$ cat src/rtl/core/psp_pkg.sv
// ---------------------------------------------------------------------------
// psp_pkg
// Types, constants and header byte tables of the program stream packetizer.
// ---------------------------------------------------------------------------
`default_nettype none

package psp_pkg;

    localparam int BYTE_W         = 8;
    localparam int TS_W           = 42;
    localparam int TIME_W         = 33;
    localparam int FRAME_LEN_BITS = 24;
    localparam int CHUNK_W        = 16;
    localparam int CMP_W          = (FRAME_LEN_BITS > CHUNK_W) ? FRAME_LEN_BITS : CHUNK_W;
    localparam int IDX_W          = 6;
    localparam int EXT_W          = 9;

    // header group and PES header sizes in bytes
    localparam int PACK_LEN    = 14;
    localparam int SYS_LEN     = 18;
    localparam int MAP_LEN     = 24;
    localparam int PES_HDR_LEN = 19;

    localparam logic [IDX_W-1:0] IDX_PACK_TIME        = IDX_W'(4);
    localparam logic [IDX_W-1:0] IDX_PACK_MUX         = IDX_W'(10);
    localparam logic [IDX_W-1:0] IDX_SYS              = IDX_W'(PACK_LEN);
    localparam logic [IDX_W-1:0] IDX_FRAME_LAST_KEY   = IDX_W'(PACK_LEN + SYS_LEN + MAP_LEN - 1);
    localparam logic [IDX_W-1:0] IDX_FRAME_LAST_NOKEY = IDX_W'(PACK_LEN + MAP_LEN - 1);
    localparam logic [IDX_W-1:0] IDX_PES_LEN          = IDX_W'(4);
    localparam logic [IDX_W-1:0] IDX_PES_PTS          = IDX_W'(9);
    localparam logic [IDX_W-1:0] IDX_PES_DTS          = IDX_W'(14);
    localparam logic [IDX_W-1:0] IDX_PES_DATA         = IDX_W'(PES_HDR_LEN);

    localparam logic [CHUNK_W-1:0] LIMIT_RESET   = CHUNK_W'(1300);
    localparam logic [CHUNK_W-1:0] LIMIT_MAX     = CHUNK_W'(65522);
    localparam logic [CHUNK_W-1:0] PES_LEN_EXTRA = CHUNK_W'(13);

    // digit-serial divide of the timestamp by 100 and by 300
    localparam int SCR_DIV   = 100;
    localparam int DTS_DIV   = 300;
    localparam int REM100_W  = $clog2(SCR_DIV);
    localparam int REM300_W  = $clog2(DTS_DIV);
    localparam int DIV_BITS  = 6;
    localparam int DIV_STEPS = (TS_W + DIV_BITS - 1) / DIV_BITS;
    localparam int DIV_W     = DIV_STEPS * DIV_BITS;
    localparam int DIV_CNT_W = $clog2(DIV_STEPS);

    localparam logic MODE_FRAME = 1'b0;
    localparam logic MODE_BYTE  = 1'b1;

    typedef enum logic {
        KIND_FRAME,
        KIND_PES
    } t_kind;

    typedef struct packed {
        t_kind               kind;
        logic                key;
        logic                eoc;
        logic                eof;
        logic [CHUNK_W-1:0]  pes_len;
        logic [BYTE_W-1:0]   data;
    } t_job;

    // fixed bytes of pack header, system header and stream map (key layout)
    function automatic logic [BYTE_W-1:0] frame_const_byte(input logic [IDX_W-1:0] e);
        logic [BYTE_W-1:0] b;
        unique case (e)
            6'd2:    b = 8'h01;
            6'd3:    b = 8'hBA;
            6'd11:   b = 8'h03;
            6'd12:   b = 8'hFF;
            6'd13:   b = 8'hF8;
            6'd16:   b = 8'h01;
            6'd17:   b = 8'hBB;
            6'd19:   b = 8'h0C;
            6'd20:   b = 8'h81;
            6'd21:   b = 8'h86;
            6'd22:   b = 8'hA1;
            6'd23:   b = 8'h05;
            6'd24:   b = 8'hE1;
            6'd25:   b = 8'h7F;
            6'd26:   b = 8'hC0;
            6'd27:   b = 8'hC2;
            6'd29:   b = 8'hE0;
            6'd30:   b = 8'hE8;
            6'd34:   b = 8'h01;
            6'd35:   b = 8'hBC;
            6'd37:   b = 8'h12;
            6'd38:   b = 8'hE0;
            6'd39:   b = 8'hFF;
            6'd43:   b = 8'h08;
            6'd44:   b = 8'h90;
            6'd45:   b = 8'hC0;
            6'd48:   b = 8'h1B;
            6'd49:   b = 8'hE0;
            6'd52:   b = 8'h45;
            6'd53:   b = 8'hBD;
            6'd54:   b = 8'hDC;
            6'd55:   b = 8'hF4;
            default: b = 8'h00;
        endcase
        return b;
    endfunction

    // fixed bytes of the PES header
    function automatic logic [BYTE_W-1:0] pes_const_byte(input logic [IDX_W-1:0] idx);
        logic [BYTE_W-1:0] b;
        unique case (idx)
            6'd2:    b = 8'h01;
            6'd3:    b = 8'hE0;
            6'd6:    b = 8'h80;
            6'd7:    b = 8'hC0;
            6'd8:    b = 8'h0A;
            default: b = 8'h00;
        endcase
        return b;
    endfunction

endpackage

`default_nettype wire

$ cat src/rtl/core/psp_div.sv
// ---------------------------------------------------------------------------
// psp_div
// Digit-serial divide of the timestamp by 100 and by 300, six bits a cycle.
// ---------------------------------------------------------------------------
`default_nettype none

module psp_div (
    input  wire logic                          i_clk,
    input  wire logic                          i_rst_n,
    input  wire logic                          i_start,
    input  wire logic [psp_pkg::TS_W-1:0]      i_ts,
    output logic                               o_busy,
    output logic [psp_pkg::TIME_W-1:0]         o_q100,
    output logic [psp_pkg::REM100_W-1:0]       o_r100,
    output logic [psp_pkg::TIME_W-1:0]         o_q300
);
    import psp_pkg::*;

    logic                  r_busy;
    logic [DIV_CNT_W-1:0]  r_cnt;
    logic [DIV_W-1:0]      r_sh;
    logic [TIME_W-1:0]     r_q100;
    logic [TIME_W-1:0]     r_q300;
    logic [REM100_W-1:0]   r_r100;
    logic [REM300_W-1:0]   r_r300;

    logic [TIME_W-1:0]     n_q100;
    logic [TIME_W-1:0]     n_q300;
    logic [REM100_W-1:0]   n_r100;
    logic [REM300_W-1:0]   n_r300;

    always_comb begin
        logic [REM100_W:0] t100;
        logic [REM300_W:0] t300;
        n_q100 = r_q100;
        n_q300 = r_q300;
        n_r100 = r_r100;
        n_r300 = r_r300;
        for (int k = 0; k < DIV_BITS; k++) begin
            t100 = {n_r100, r_sh[DIV_W-1-k]};
            t300 = {n_r300, r_sh[DIV_W-1-k]};
            if (t100 >= (REM100_W+1)'(SCR_DIV)) begin
                n_r100 = REM100_W'(t100 - (REM100_W+1)'(SCR_DIV));
                n_q100 = {n_q100[TIME_W-2:0], 1'b1};
            end else begin
                n_r100 = t100[REM100_W-1:0];
                n_q100 = {n_q100[TIME_W-2:0], 1'b0};
            end
            if (t300 >= (REM300_W+1)'(DTS_DIV)) begin
                n_r300 = REM300_W'(t300 - (REM300_W+1)'(DTS_DIV));
                n_q300 = {n_q300[TIME_W-2:0], 1'b1};
            end else begin
                n_r300 = t300[REM300_W-1:0];
                n_q300 = {n_q300[TIME_W-2:0], 1'b0};
            end
        end
    end

    always_ff @(posedge i_clk) begin
        if (!i_rst_n) begin
            r_busy <= 1'b0;
            r_cnt  <= '0;
        end else if (i_start) begin
            r_busy <= 1'b1;
            r_cnt  <= '0;
        end else if (r_busy) begin
            r_cnt <= r_cnt + 1'b1;
            if (r_cnt == DIV_CNT_W'(DIV_STEPS - 1)) begin
                r_busy <= 1'b0;
            end
        end
    end

    always_ff @(posedge i_clk) begin
        if (i_start) begin
            r_sh   <= DIV_W'(i_ts);
            r_q100 <= '0;
            r_q300 <= '0;
            r_r100 <= '0;
            r_r300 <= '0;
        end else if (r_busy) begin
            r_sh   <= r_sh << DIV_BITS;
            r_q100 <= n_q100;
            r_q300 <= n_q300;
            r_r100 <= n_r100;
            r_r300 <= n_r300;
        end
    end

    assign o_busy = r_busy;
    assign o_q100 = r_q100;
    assign o_r100 = r_r100;
    assign o_q300 = r_q300;

endmodule

`default_nettype wire

$ cat src/rtl/core/psp_byte_sel.sv
// ---------------------------------------------------------------------------
// psp_byte_sel
// Picks the output byte of the current job at a given byte position.
// ---------------------------------------------------------------------------
`default_nettype none

module psp_byte_sel (
    input  wire psp_pkg::t_job                  i_job,
    input  wire logic [psp_pkg::IDX_W-1:0]      i_idx,
    input  wire logic [psp_pkg::TIME_W-1:0]     i_pts,
    input  wire logic [psp_pkg::REM100_W-1:0]   i_ext,
    input  wire logic [psp_pkg::TIME_W-1:0]     i_dts,
    output logic [psp_pkg::BYTE_W-1:0]          o_byte
);
    import psp_pkg::*;

    logic [IDX_W-1:0] frame_e;
    logic [47:0]      pack_time;
    logic [39:0]      pts_vec;
    logic [39:0]      dts_vec;
    logic [EXT_W-1:0] ext_w;
    logic [2:0]       k_pack;
    logic [2:0]       k_pts;
    logic [2:0]       k_dts;
    logic [47:0]      pack_sh;
    logic [39:0]      pts_sh;
    logic [39:0]      dts_sh;

    assign ext_w = EXT_W'(i_ext);

    // scr base equals the presentation time
    assign pack_time = {2'b01, i_pts[32:30], 1'b1, i_pts[29:15], 1'b1, i_pts[14:0], 1'b1,
                        ext_w, 1'b1};
    assign pts_vec = {4'h3, i_pts[32:30], 1'b1, i_pts[29:15], 1'b1, i_pts[14:0], 1'b1};
    assign dts_vec = {4'h1, i_dts[32:30], 1'b1, i_dts[29:15], 1'b1, i_dts[14:0], 1'b1};

    // without a system header the map follows the pack header directly
    assign frame_e = (!i_job.key && (i_idx >= IDX_SYS)) ? i_idx + IDX_W'(SYS_LEN) : i_idx;

    assign k_pack  = 3'(frame_e - IDX_PACK_TIME);
    assign k_pts   = 3'(i_idx - IDX_PES_PTS);
    assign k_dts   = 3'(i_idx - IDX_PES_DTS);
    assign pack_sh = pack_time << {k_pack, 3'b000};
    assign pts_sh  = pts_vec << {k_pts, 3'b000};
    assign dts_sh  = dts_vec << {k_dts, 3'b000};

    always_comb begin
        if (i_job.kind == KIND_FRAME) begin
            priority if (frame_e < IDX_PACK_TIME || frame_e >= IDX_PACK_MUX) begin
                o_byte = frame_const_byte(frame_e);
            end else begin
                o_byte = pack_sh[47:40];
            end
        end else begin
            priority if (i_idx < IDX_PES_LEN) begin
                o_byte = pes_const_byte(i_idx);
            end else if (i_idx == IDX_PES_LEN) begin
                o_byte = i_job.pes_len[15:8];
            end else if (i_idx == IDX_PES_LEN + 1'b1) begin
                o_byte = i_job.pes_len[7:0];
            end else if (i_idx < IDX_PES_PTS) begin
                o_byte = pes_const_byte(i_idx);
            end else if (i_idx < IDX_PES_DTS) begin
                o_byte = pts_sh[39:32];
            end else if (i_idx < IDX_PES_DATA) begin
                o_byte = dts_sh[39:32];
            end else begin
                o_byte = i_job.data;
            end
        end
    end

endmodule

`default_nettype wire

$ cat src/rtl/core/program_stream_packetizer.sv
// ---------------------------------------------------------------------------
// program_stream_packetizer
// Packs video frames into an MPEG-2 program stream, one byte per output word.
// ---------------------------------------------------------------------------
// payload word without PES header: 1 output word via the job and output registers, 1 word/cycle unless stalled
// payload word opening a PES packet: 20 output words, one per cycle unless the output stalls
// frame start: timestamp divide, then 38 or 56 header words, one per cycle unless the output stalls
// the job register takes the next word when it is empty or when its current job sends its last byte
// reset (synchronous, active low) empties both stages, clears the frame state
// and sets the payload limit to 1300
`default_nettype none

module program_stream_packetizer (
    input  wire logic                                 i_clk,
    input  wire logic                                 i_rst_n,
    input  wire logic                                 i_in_valid,
    output logic                                      o_in_ready,
    input  wire logic                                 i_mode,
    input  wire logic [psp_pkg::TS_W-1:0]             i_timestamp_ms,
    input  wire logic                                 i_key_frame,
    input  wire logic [psp_pkg::FRAME_LEN_BITS-1:0]   i_frame_length,
    input  wire logic [psp_pkg::BYTE_W-1:0]           i_payload_byte,
    output logic                                      o_out_valid,
    input  wire logic                                 i_out_ready,
    output logic [psp_pkg::BYTE_W-1:0]                o_out_byte,
    output logic                                      o_end_of_chunk,
    output logic                                      o_end_of_frame,
    output logic                                      o_last_of_item,
    input  wire logic                                 i_cfg_we,
    input  wire logic [psp_pkg::CHUNK_W-1:0]          i_cfg_data
);
    import psp_pkg::*;

    logic [CHUNK_W-1:0]         r_limit;
    logic [FRAME_LEN_BITS-1:0]  r_frame_rem;
    logic [CHUNK_W-1:0]         r_chunk_rem;
    logic                       r_job_valid;
    t_job                       r_job;
    logic [IDX_W-1:0]           r_idx;
    logic [IDX_W-1:0]           r_last_idx;
    logic                       r_out_valid;
    logic [BYTE_W-1:0]          r_out_byte;
    logic                       r_out_eoc;
    logic                       r_out_eof;
    logic                       r_out_last;

    logic [CHUNK_W-1:0]         n_limit;
    logic [FRAME_LEN_BITS-1:0]  n_frame_rem;
    logic [CHUNK_W-1:0]         n_chunk_rem;
    logic                       n_job_valid;
    t_job                       n_job;
    logic [IDX_W-1:0]           n_idx;
    logic [IDX_W-1:0]           n_last_idx;

    logic                       div_busy;
    logic [TIME_W-1:0]          pts;
    logic [TIME_W-1:0]          dts;
    logic [REM100_W-1:0]        ext;
    logic [BYTE_W-1:0]          sel_byte;

    logic                       out_free;
    logic                       emit;
    logic                       is_last;
    logic                       job_done;
    logic                       in_acc;
    logic                       frame_acc;
    logic                       byte_acc;
    logic                       need_hdr;
    logic [CHUNK_W-1:0]         chunk_new;
    logic [CHUNK_W-1:0]         chunk_cur;

    psp_div u_div (
        .i_clk   (i_clk),
        .i_rst_n (i_rst_n),
        .i_start (frame_acc),
        .i_ts    (i_timestamp_ms),
        .o_busy  (div_busy),
        .o_q100  (pts),
        .o_r100  (ext),
        .o_q300  (dts)
    );

    psp_byte_sel u_byte_sel (
        .i_job  (r_job),
        .i_idx  (r_idx),
        .i_pts  (pts),
        .i_ext  (ext),
        .i_dts  (dts),
        .o_byte (sel_byte)
    );

    // a frame job holds its first byte until the timestamp divide is done
    assign out_free  = !r_out_valid || i_out_ready;
    assign emit      = r_job_valid && out_free && !((r_job.kind == KIND_FRAME) && div_busy);
    assign is_last   = (r_idx == r_last_idx);
    assign job_done  = emit && is_last;
    assign o_in_ready = !r_job_valid || job_done;
    assign in_acc    = i_in_valid && o_in_ready;
    assign frame_acc = in_acc && (i_mode == MODE_FRAME);
    // payload word outside a frame is dropped
    assign byte_acc  = in_acc && (i_mode == MODE_BYTE) && (r_frame_rem != '0);

    assign need_hdr  = (r_chunk_rem == '0);
    assign chunk_new = (CMP_W'(r_frame_rem) < CMP_W'(r_limit)) ? CHUNK_W'(r_frame_rem)
                                                                : r_limit;
    assign chunk_cur = need_hdr ? chunk_new : r_chunk_rem;

    always_comb begin
        if (i_cfg_data == '0) begin
            n_limit = CHUNK_W'(1);
        end else if (i_cfg_data > LIMIT_MAX) begin
            n_limit = LIMIT_MAX;
        end else begin
            n_limit = i_cfg_data;
        end
    end

    always_comb begin
        n_frame_rem = r_frame_rem;
        n_chunk_rem = r_chunk_rem;
        n_job_valid = r_job_valid && !job_done;
        n_job       = r_job;
        n_idx       = emit ? r_idx + 1'b1 : r_idx;
        n_last_idx  = r_last_idx;
        if (frame_acc) begin
            n_frame_rem  = i_frame_length;
            n_chunk_rem  = '0;
            n_job_valid  = 1'b1;
            n_job.kind   = KIND_FRAME;
            n_job.key    = i_key_frame;
            n_job.eoc    = 1'b1;
            n_job.eof    = (i_frame_length == '0);
            n_job.pes_len = '0;
            n_job.data   = '0;
            n_idx        = '0;
            n_last_idx   = i_key_frame ? IDX_FRAME_LAST_KEY : IDX_FRAME_LAST_NOKEY;
        end else if (byte_acc) begin
            n_frame_rem  = r_frame_rem - 1'b1;
            n_chunk_rem  = chunk_cur - 1'b1;
            n_job_valid  = 1'b1;
            n_job.kind   = KIND_PES;
            n_job.key    = 1'b0;
            n_job.eoc    = (chunk_cur == CHUNK_W'(1));
            n_job.eof    = (r_frame_rem == FRAME_LEN_BITS'(1));
            n_job.pes_len = chunk_cur + PES_LEN_EXTRA;
            n_job.data   = i_payload_byte;
            n_idx        = need_hdr ? '0 : IDX_PES_DATA;
            n_last_idx   = IDX_PES_DATA;
        end
    end

    always_ff @(posedge i_clk) begin
        if (!i_rst_n) begin
            r_limit     <= LIMIT_RESET;
            r_frame_rem <= '0;
            r_chunk_rem <= '0;
            r_job_valid <= 1'b0;
            r_out_valid <= 1'b0;
        end else begin
            if (i_cfg_we) begin
                r_limit <= n_limit;
            end
            r_frame_rem <= n_frame_rem;
            r_chunk_rem <= n_chunk_rem;
            r_job_valid <= n_job_valid;
            if (emit) begin
                r_out_valid <= 1'b1;
            end else if (i_out_ready) begin
                r_out_valid <= 1'b0;
            end
        end
    end

    always_ff @(posedge i_clk) begin
        r_job      <= n_job;
        r_idx      <= n_idx;
        r_last_idx <= n_last_idx;
        if (emit) begin
            r_out_byte <= sel_byte;
            r_out_eoc  <= is_last && r_job.eoc;
            r_out_eof  <= is_last && r_job.eof;
            r_out_last <= is_last;
        end
    end

    assign o_out_valid    = r_out_valid;
    assign o_out_byte     = r_out_byte;
    assign o_end_of_chunk = r_out_eoc;
    assign o_end_of_frame = r_out_eof;
    assign o_last_of_item = r_out_last;

endmodule

`default_nettype wire

$ cat config.mk
export PLATFORM = sky130hd
export DESIGN_NAME = program_stream_packetizer
export DESIGN_NICKNAME = d
export VERILOG_FILES = /design/src/rtl/core/psp_pkg.sv /design/src/rtl/core/psp_div.sv /design/src/rtl/core/psp_byte_sel.sv /design/src/rtl/core/program_stream_packetizer.sv
export SDC_FILE = /design/constraint.sdc
export NUM_CORES = 1
export LEC_CHECK = 0
export ABC_AREA = 1
export BUFFER_PORTS_ARGS = -buffer_cell sky130_fd_sc_hd__buf_2
export CAP_MARGIN = 0
export CORE_ASPECT_RATIO = 0.75
export CORE_MARGIN = 4
export CORE_UTILIZATION = 60
export DETAILED_ROUTE_END_ITERATION = 16
export PLACE_DENSITY_LB_ADDON = 0.3
export SYNTH_ARGS = -nofsm -noshare
export SYNTH_HDL_FRONTEND = slang
export SYNTH_SLANG_ARGS = --single-unit
$ cat constraint.sdc
create_clock -name i_clk -period 13.1 [get_ports i_clk]
set_input_delay 0.655 -clock i_clk [delete_from_list [all_inputs] [get_ports i_clk]]
set_output_delay 0.655 -clock i_clk [all_outputs]
set_load 0.01 [all_outputs]
==> run summary, run 1 <==
CTS tree - yes
CP Class - reg -> reg
Maximum Capacitance Violations - 0
Final Instance Area - 16600 µm²
Ys async rst share - 0
Tmin final - 6.91 ns
Antenna diode count - 0
Hpwl dp - 32.9 mm
Mapped Nets - 2264
Final Wtd Congestion - 1.01
Synth Instances - 2113
Root Buffer - clkbuf_16
Post-route ant nets - 0
Total clock sinks - 232
Worst Tran Pin Value - 1.19 ns
Mapped Area - 14900 µm²
Number of global-route vias before repair - 13700
Final WL - 44.7 mm
Post-route clock skew - 0.0250 ns
Fillers - 2091
Min-Delay Path Class - in -> reg
Longest Clk Path Bufs - 3
Synthesized flop and latch total - 232
Core Area - 24200 µm²
DIE WIDTH - 190 µm
Worst setup SP type - register
Period Utilization, post-route - 0.528
Largest net degree at the start of global routing - 65
DIE HEIGHT - 145 µm
Yosys Warn Count - 0
Max-slew violation count - 0
Nets - 2340
Setup crit end kind - register
Most frequent CP cell - nand2_1
Layout cells sized above 1 - 0.115
Most used DFF post-synth - dfxtp_1
Sequential-to-total area share from yosys stat - 0.350
H-tree Lvls - 1
Final hold violation count - 0
Setup TNS - 0 ns
I/O pin count - 110
Via/cell ratio - 5.88
DP Area - 15700 µm²
WP data arrival - 7.36 ns
Routed vias - 14900
Post-cts hold buffer count - 0
Worst slew margin - 0.209
RSZ-0062 raised after global routing - false
Library cells used by synthesis - 61
Largest stage delay, worst path - 0.59 ns
Total GRT Usage - 0.317
Worst-path maximum fanout - 10
Final Non-Filler Cells - 2539
Outcome - finished, final reports clean
Initial DRC Count - 1795
Routed wire length per instance - 17.6 µm
Initial core utilization - 0.616
Port bufs - 109
Final setup fails - 0
PnR worst setup slack - 6.19 ns
Post-CTS Setup Inserts - 0
# rows - 49
First-pass GRT wire length - 71.3 mm
Initial antenna violation count - 0
TritonCTS buffer count - 25
Post-place setup slack - 6.42 ns
Gr ovfl total - 0
CP max stage cell - dfxtp_1
Number of synthesized flops with an enable pin - 58
DRC - 0
Die ar. - 27500 µm²
Fmax - 145 MHz
Resized cells post-CTS - 0
DP Cell Count - 2493
WP data required - 13.54 ns
Layout area overhead - 11.1%
Worst skew pair latency - 0.54 ns
Clk pin slew, worst setup/hold paths - 0.07 ns
Drt first pass iters - 7
Average cell area after synthesis - 7.06 µm²
==> cells in the mapped netlist, types with 14 or more instances <==
library cell	number	area, µm²
nand3_1	119	596
o211ai_1	26	195
o21ai_0	129	646
xor2_1	50	438
nor4_1	15	93.8
nand4_1	39	244
nand2_2	25	156
inv_2	14	52.6
a22oi_1	62	465
edfxtp_1	58	1740
nand2_1	486	1820
dfxtp_1	174	3480
nor2_1	158	593
inv_1	320	1200
a31oi_1	43	269
clkbuf_1	63	236
ha_1	54	676
a21oi_1	105	526
o221ai_1	14	123
==> sequential cells by signal, indices dropped and copies added, names as in the netlist, 5 cells and up <==
register,flops
o_out_byte,8
r_chunk_rem,16
r_frame_rem,24
r_idx,6
r_job,28
r_limit,16
u_div.o_q100,33
u_div.o_q300,33
u_div.o_r100,5
u_div.r_r300,9
u_div.r_sh,42
==> layout by cell type, fill, tap and decap left out, types with 14 or more instances in the layout <==
master and n:
buf_4 15, nand2_1 485, a31oi_1 43, nor2_1 156, o21ai_0 128, nand4_1 39
nor4_1 15, ha_1 54, inv_2 15, edfxtp_1 58, clkbuf_16 25, buf_2 109
dfxtp_1 174, nand2_2 26, xor2_1 50, o211ai_1 26, nand3_1 119, a22oi_1 62
inv_1 319, o221ai_1 14, a21oi_1 105
==> final cells by class <==
cell class	instances	area [µm²]	area share
Timing Repair Buffer	124	658	0.0397
Sequential cell	232	5230	0.315
Multi-Input combinational cell	1467	8130	0.491
Inverter	339	1270	0.0768
Tap cell	331	414	0.0250
Clock inverter	14	204	0.0123
Clock buffer	32	672	0.0405
==> final timing paths <==
check,cells after the start,end,startpoint,slack [ns]
worst max-delay path,39,u_div.o_r100[5],u_div.r_r300[1],6.19
worst min-delay path,3,r_job[3],i_payload_byte[3],0.33
worst max register to register,39,u_div.o_r100[5],u_div.r_r300[1],6.19
worst min register to register,2,r_job[17],r_job[17],0.46
==> kinds of logic (layout without fill, tap and decap cells) <==
group	Yosys count	after routing	synth area share
and+or+nand+nor	901	901	0.275
xor gates and xnor gates	60	60	0.0352
buffers and inverters	414	509	0.106
AOI/OAI and AO/OA	452	452	0.189
adders and majority gates	54	54	0.0453
DFF	232	232	0.350
==> critical path: cells and delay by family, from the launching register on <==
kind / cells / cell delay, ns
AOI/OAI and AO/OA: 3 / 0.53
xor gates and xnor gates: 5 / 1.43
DFF: 1 / 0.59
buffers and inverters: 3 / 0.39
and+or+nand+nor: 22 / 2.42
adders and majority gates: 6 / 1.45
==> metal layers <==
metal / vias to the layer above / track usage / share of wire
li1: 7198 / - / -
met1: 6883 / 0.472 / 0.45
met2: 778 / 0.478 / 0.42
met3: 70 / 0.0693 / 0.11
met4: 0 / 0.0597 / 0.017
met5: - / 0 / 0
==> stage by stage <==
step,utilization,hold slack (ns)
after CTS,0.685,0.327
after detailed placement,0.648,0.451
after global placement,0.648,0.438
after global routing,0.685,0.363
after floorplan,-,0.423
final,0.685,0.335
Power of run 1 is left out: the tool's default activity adds up to more than one toggle a clock period on the data nets, which glitch-free logic cannot reach.
==> inputs of run 2 (changes only) <==
Settings changed: ABC_AREA 1 to 0.
Clock period 13.1 ns to 6.58 ns, I/O delays scaled along.
==> run 2 against run 1 <==
Compared with the run above:
- the run now ends with negative setup slack left
- sequential cell count did not move
- utilization up 5.8 points
- design area grew 13%
- non-clock buffer count grew 172
- critical path type unchanged
- largest cell class unchanged
==> run summary, run 2 <==
DRC - 0 (unchanged)
Count leader, synth - nand2_1
Mapped Nets - 2069 (-8.6%)
Top reg by flops - u_div.r_sh
Most common cell after layout, fill and taps aside - nand2_1
Worst-path maximum fanout - 5 (-5)
Area contributors post-synth - dfxtp_1 (23%), edfxtp_1 (11%), nand2_1 (7.1%)
Synthesized flop and latch total - 232 (unchanged)
Port bufs - 109 (unchanged)
Die ar. - 28400 µm² (+3.4%)
Post-route clock skew - 0.0136 ns (-0.0114 ns)
Outcome - finished with violations
Post-route ant nets - 0 (unchanged)
Yosys Warn Count - 0 (unchanged)
Setup crit end kind - register
RSZ-0062 raised after global routing - true
Grt met2 use - 0.464 (-0.0148)
CP delay by family, top - simple AND/OR/NAND/NOR gates
Synth top cells by count - nand2_1 (292), nor2_1 (198), dfxtp_1 (174)
Longest Clk Path Bufs - 3 (unchanged)
First-pass GRT wire length - 74.4 mm (+4.4%)
Period Utilization, post-route - 1.06 (+0.537)
Total clock sinks - 232 (unchanged)
CTS tree - yes
Max reg flops - 42 (unchanged)
Maximum Capacitance Violations - 0 (unchanged)
Drt first pass iters - 5 (-2)
TritonCTS buffer count - 24 (-4.0%)
Final Wtd Congestion - 0.965 (-4.5%)
Violated checks - negative setup slack
Final setup fails - 8 (+8)
Final Non-Filler Cells - 2480 (-2.3%)
Tmin final - 7.00 ns (+0.0891 ns)
Number of synthesized flops with an enable pin - 58 (unchanged)
Worst setup SP type - register
WP data arrival - 7.44 ns (+0.08 ns)
Core Area - 25100 µm² (+3.8%)
Hpwl dp - 32.8 mm (-0.49%)
Average cell area after synthesis - 8.05 µm² (+14%)
Cell taking the most area after synthesis - dfxtp_1
Final Instance Area - 18700 µm² (+13%)
Nets - 2275 (-2.8%)
DP Area - 17300 µm² (+9.9%)
I/O pin count - 110 (unchanged)
Synth top area share - 0.225 (-0.00802)
Worst Tran Pin Value - 1.17 ns (-0.0161 ns)
WP data required - 7.02 ns (-6.52 ns)
# rows - 50 (+2.0%)
Initial core utilization - 0.614 (-0.00174)
Most used DFF post-synth - dfxtp_1
Initial antenna violation count - 0 (unchanged)
Max-slew violation count - 0 (unchanged)
Library cells used by synthesis - 92 (+51%)
Root Buffer - clkbuf_16
Final WL - 46.7 mm (+4.7%)
Synth Instances - 1918 (-9.2%)
Largest net degree at the start of global routing - 91 (+40%)
Worst path buffer plus inverter count - 3 (unchanged)
Gr ovfl total - 0 (unchanged)
GRT busiest layer - met2
DIE WIDTH - 193 µm (+1.7%)
Number of global-route vias before repair - 14500 (+5.5%)
Fmax - 143 MHz (-1.3%)
H-tree Lvls - 1 (unchanged)
DP Cell Count - 2396 (-3.9%)
Antenna diode count - 0 (unchanged)
Worst skew pair latency - 0.53 ns (about the same)
Worst slew margin - 0.215 (+0.00547)
DIE HEIGHT - 147 µm (+1.7%)
Met3 usage - 0.0585 (-0.0108)
Routed vias - 15700 (+5.3%)
Min-Delay Path Class - in -> reg
Clk pin slew, worst setup/hold paths - 0.06 ns (about the same)
Via/cell ratio - 6.34 (+7.8%)
Sequential-to-total area share from yosys stat - 0.338 (-0.0120)
Layout area overhead - 20.9%
CP max stage cell - or4_4
Total GRT Usage - 0.308 (-0.00841)
Final hold violation count - 0 (unchanged)
Layout cells sized above 1 - 0.211 (+0.0960)
Mapped Area - 15400 µm² (+3.6%)
Routing usage on met1 - 0.462 (-0.0106)
PnR worst setup slack - -0.424 ns (-6.61 ns)
Largest stage delay, worst path - 0.52 ns (-0.07 ns)
Setup TNS - -3.03 ns (-3.03 ns)
Routed wire length per instance - 18.8 µm (+7.2%)
Ys async rst share - 0 (unchanged)
Initial DRC Count - 1690 (-5.8%)
Commonest cells after routing, fill and taps aside - nand2_1 (289), nor2_1 (196), buf_4 (175)
CP Class - reg -> reg
[run 2: cell types whose count changed in the layout (fill, tap and decap cells not counted), sizes merged, moves of 32 or more]
| cell | change |
|---|---|
| inv | -282 |
| nand2 | -234 |
| buf | +166 |
| mux2i | +109 |
| nand3 | -67 |
| nor3 | +52 |
| a22oi | -44 |
| o21ai | -40 |
| a211oi | +32 |
[run 2: worst min-delay path, stage by stage]
cell	delay [ns]
buf_2	0.11
nand2_1	0.05
nand2_1	0.05
[run 2: through the flow]
step / worst slack [ns] / hold WS [ns] / util
4_1_cts: -0.416 / 0.0211 / 0.729
6_report: -0.424 / 0.0430 / 0.743
2_1_floorplan: -1.33 / 0.420 / -
3_3_place_gp: -0.492 / 0.440 / 0.686
3_5_place_dp: -0.668 / 0.447 / 0.686
5_1_grt: -0.725 / 0.0521 / 0.743
[run 2: worst paths after layout]
path                startpoint              end  slack (ns)  depth (start not counted)
min reg2reg           r_job[3]         r_job[3]        0.46                          2
min          i_payload_byte[1]         r_job[1]        0.04                          3
max            u_div.r_r300[1]  u_div.r_r300[7]       -0.42                         35
max reg2reg    u_div.r_r300[1]  u_div.r_r300[7]       -0.42                         35
[run 2: cells by family after synthesis]
family          count (synthesis)  synth area share
simple gates                  764             0.224
compound gates                503             0.221
flops                         232             0.338
buf+inv                       170            0.0423
mux                           136            0.0964
xor+xnor                       59            0.0344
fa+ha+maj                      54            0.0437
[run 2: cell type report]
class | count | area, µm²
clock buffer | 37 | 691
clock inverter | 7 | 68.8
fill | 1897 | 6470
inverter | 54 | 208
multi-input combinational | 1516 | 10100
sequential | 232 | 5230
tap | 338 | 423
timing repair buffer | 296 | 1990
[run 2: repair_timing]
action,4_1_cts,5_1_grt
pin swaps,29,32
setup endpoints to repair,13,14
hold buffers,6,0
resized for setup,32,44
endpoints found under the hold margin,6,0
buffers inserted,16,19
[run 2: layer usage]
metal	up-vias	wire (µm)
met5	-	0
li1	7446	-
met3	87	4360
met2	774	20300
met4	0	1030
met1	7413	21100
Power of run 2 is left out for the same reason.
==> inputs of run 3 (changes only) <==
Settings changed: CORE_UTILIZATION 60 to 31, REMOVE_ABC_BUFFERS set to 1.
==> run 3 against run 2 <==
Compared with the run above:
- the run still ends with negative setup slack left
- hold slack worse by 0.012 ns
- cell count rose by 13%
- sequential cell count unchanged
- sequential share of layout area is 0.67 points lower
- first-iteration DRC count fell by 26%
- fmax is 1.4% lower
- critical path type unchanged
- critical endpoint unchanged
- largest cell class unchanged
==> run summary, run 3 (synthesis results as in run 2) <==
Setup crit end kind - register
H-tree Lvls - 1 (unchanged)
First-pass GRT wire length - 79.3 mm (+6.6%)
Worst slew margin - 0.199 (-0.0152)
Worst-path maximum fanout - 7 (+2)
Number of stages on the worst setup path - 37 (+5.7%)
Nets - 2290 (+0.66%)
Violated checks - negative setup slack
RSZ-0062 raised after global routing - true
Most common cell after layout, fill and taps aside - nand2_1
Port bufs - 109 (unchanged)
# rows - 70 (+40%)
Core Area - 49000 µm² (+95%)
PnR worst setup slack - -0.524 ns (-0.100 ns)
Total clock sinks - 232 (unchanged)
Root Buffer - clkbuf_16
Post-route ant nets - 0 (unchanged)
Commonest cells after routing, fill and taps aside - nand2_1 (290), nor2_1 (193), buf_4 (189)
CP endpoint - u_div.r_r300[7]
Largest stage delay, worst path - 0.52 ns (about the same)
Worst reg2reg startpoint - u_div.r_sh[41]
Worst path buffer plus inverter count - 4 (+1)
Antenna diode count - 0 (unchanged)
Drt first pass iters - 7 (+2)
DRC - 0 (unchanged)
Gr ovfl total - 0 (unchanged)
Largest net degree at the start of global routing - 65 (-29%)
Routed vias - 15200 (-3.1%)
Final WL - 50.2 mm (+7.3%)
WP data required - 6.99 ns (-0.03 ns)
Layout cells sized above 1 - 0.217 (+0.00632)
CP delay by family, top - simple AND/OR/NAND/NOR gates
Die ar. - 53500 µm² (+88%)
Worst setup SP type - register
Post-route clock skew - 0.0198 ns (+0.00617 ns)
CTS tree - yes
Final Core Density - 0.390 (-0.353)
Maximum Capacitance Violations - 0 (unchanged)
Period Utilization, post-route - 1.08 (+0.0152)
Layout area overhead - 23.9%
Worst skew pair latency - 0.55 ns (+0.02 ns)
Final hold violation count - 0 (unchanged)
RR Endpoint - u_div.r_r300[7]
CP startpoint - u_div.r_sh[41]
Fmax - 141 MHz (-1.4%)
I/O pin count - 110 (unchanged)
WP data arrival - 7.51 ns (+0.07 ns)
Worst Tran Pin Value - 1.20 ns (+0.0308 ns)
Total GRT Usage - 0.177 (-0.131)
CP max stage cell - or4_4
Max-slew violation count - 0 (unchanged)
CP Class - reg -> reg
Final Wtd Congestion - 0.931 (-3.6%)
Final setup fails - 9 (+1)
DIE WIDTH - 266 µm (+38%)
Max reg flops - 42 (unchanged)
R2R setup slack - -0.52 ns (-0.10 ns)
Number of global-route vias before repair - 14300 (-1.4%)
Most frequent CP cell - ha_2
Top reg by flops - u_div.r_sh
Fillers - 5057 (+170%)
Min-Delay Path Class - in -> reg
Worst R2R Path Depth - 37 (+5.7%)
Initial DRC Count - 1251 (-26%)
Via/cell ratio - 5.43 (-14%)
Initial antenna violation count - 1 (+1)
Hpwl dp - 36.7 mm (+12%)
Clk pin slew, worst setup/hold paths - 0.06 ns (about the same)
Outcome - finished with violations
Longest Clk Path Bufs - 3 (unchanged)
Tmin final - 7.10 ns (+0.100 ns)
Routed wire length per instance - 17.9 µm (-5.1%)
Initial core utilization - 0.315 (-0.299)
DIE HEIGHT - 201 µm (+37%)
TritonCTS buffer count - 25 (+4.2%)
-- run 3: worst min path at each step --
stage                  startpoint         endpoint  slack (ns)  cells past startpoint
2_1_floorplan           r_job[22]        r_job[22]        0.42                      2
3_3_place_gp             r_job[6]         r_job[6]        0.44                      2
3_5_place_dp             r_job[6]         r_job[6]        0.44                      2
4_1_cts        i_frame_length[15]  r_frame_rem[15]      0.0004                      3
5_1_grt        i_timestamp_ms[23]   u_div.r_sh[23]        0.02                      3
6_report       i_frame_length[15]  r_frame_rem[15]        0.03                      3
-- run 3: what timing repair did --
action                                  in CTS  in global routing
endpoints found under the setup margin      14                 14
resized for setup                           68                 30
cloned                                       0                  0
endpoints found under the hold margin        3                  0
hold buffers                                 3                  0
setup buffers                               21                 10
pin swaps                                   38                 16
-- run 3: worst register-to-register path: cells and delay by family (launching register included) --
family,cells,cell delay (ns)
AND/OR/NAND/NOR,12,2.22
AO/OA/AOI/OAI,11,2.11
adder cells (fa/ha/maj),5,0.98
XOR/XNOR,3,0.44
buffers and inverters,4,0.43
multiplexers,2,0.42
flip-flops,1,0.38
-- run 3: layout make-up --
class | count | area [µm²] | area share
sequential | 232 | 5230 | 0.273
clock buffer | 37 | 691 | 0.0361
timing repair buffer | 310 | 2100 | 0.110
multi-input combinational | 1516 | 10000 | 0.525
clock inverter | 9 | 63.8 | 0.00333
tap | 648 | 811 | 0.0424
inverter | 54 | 205 | 0.0107
-- run 3: metal layers --
metal  GRT usage  part of all wire
met3      0.0242             0.054
met4      0.0283             0.013
met1       0.282              0.52
met5           0           0.00026
met2       0.256              0.41
-- run 3: stage by stage --
| stage | worst slack, ns | instances | hold slack (ns) | setup TNS, ns | cell area [µm²] |
|---|---|---|---|---|---|
| global placement | -0.819 | 2728 | 0.444 | -6.29 | 17700 |
| global route | -0.852 | 2806 | 0.0231 | -7.71 | 19100 |
| finish | -0.524 | 2806 | 0.0307 | -3.59 | 19100 |
| CTS | -0.417 | 2797 | 0.000405 | -2.97 | 18900 |
| floorplan | -2.90 | 1802 | 0.420 | -276.75 | 15000 |
| detailed placement | -1.06 | 2728 | 0.443 | -8.76 | 17700 |
Power of run 3 is left out for the same reason.
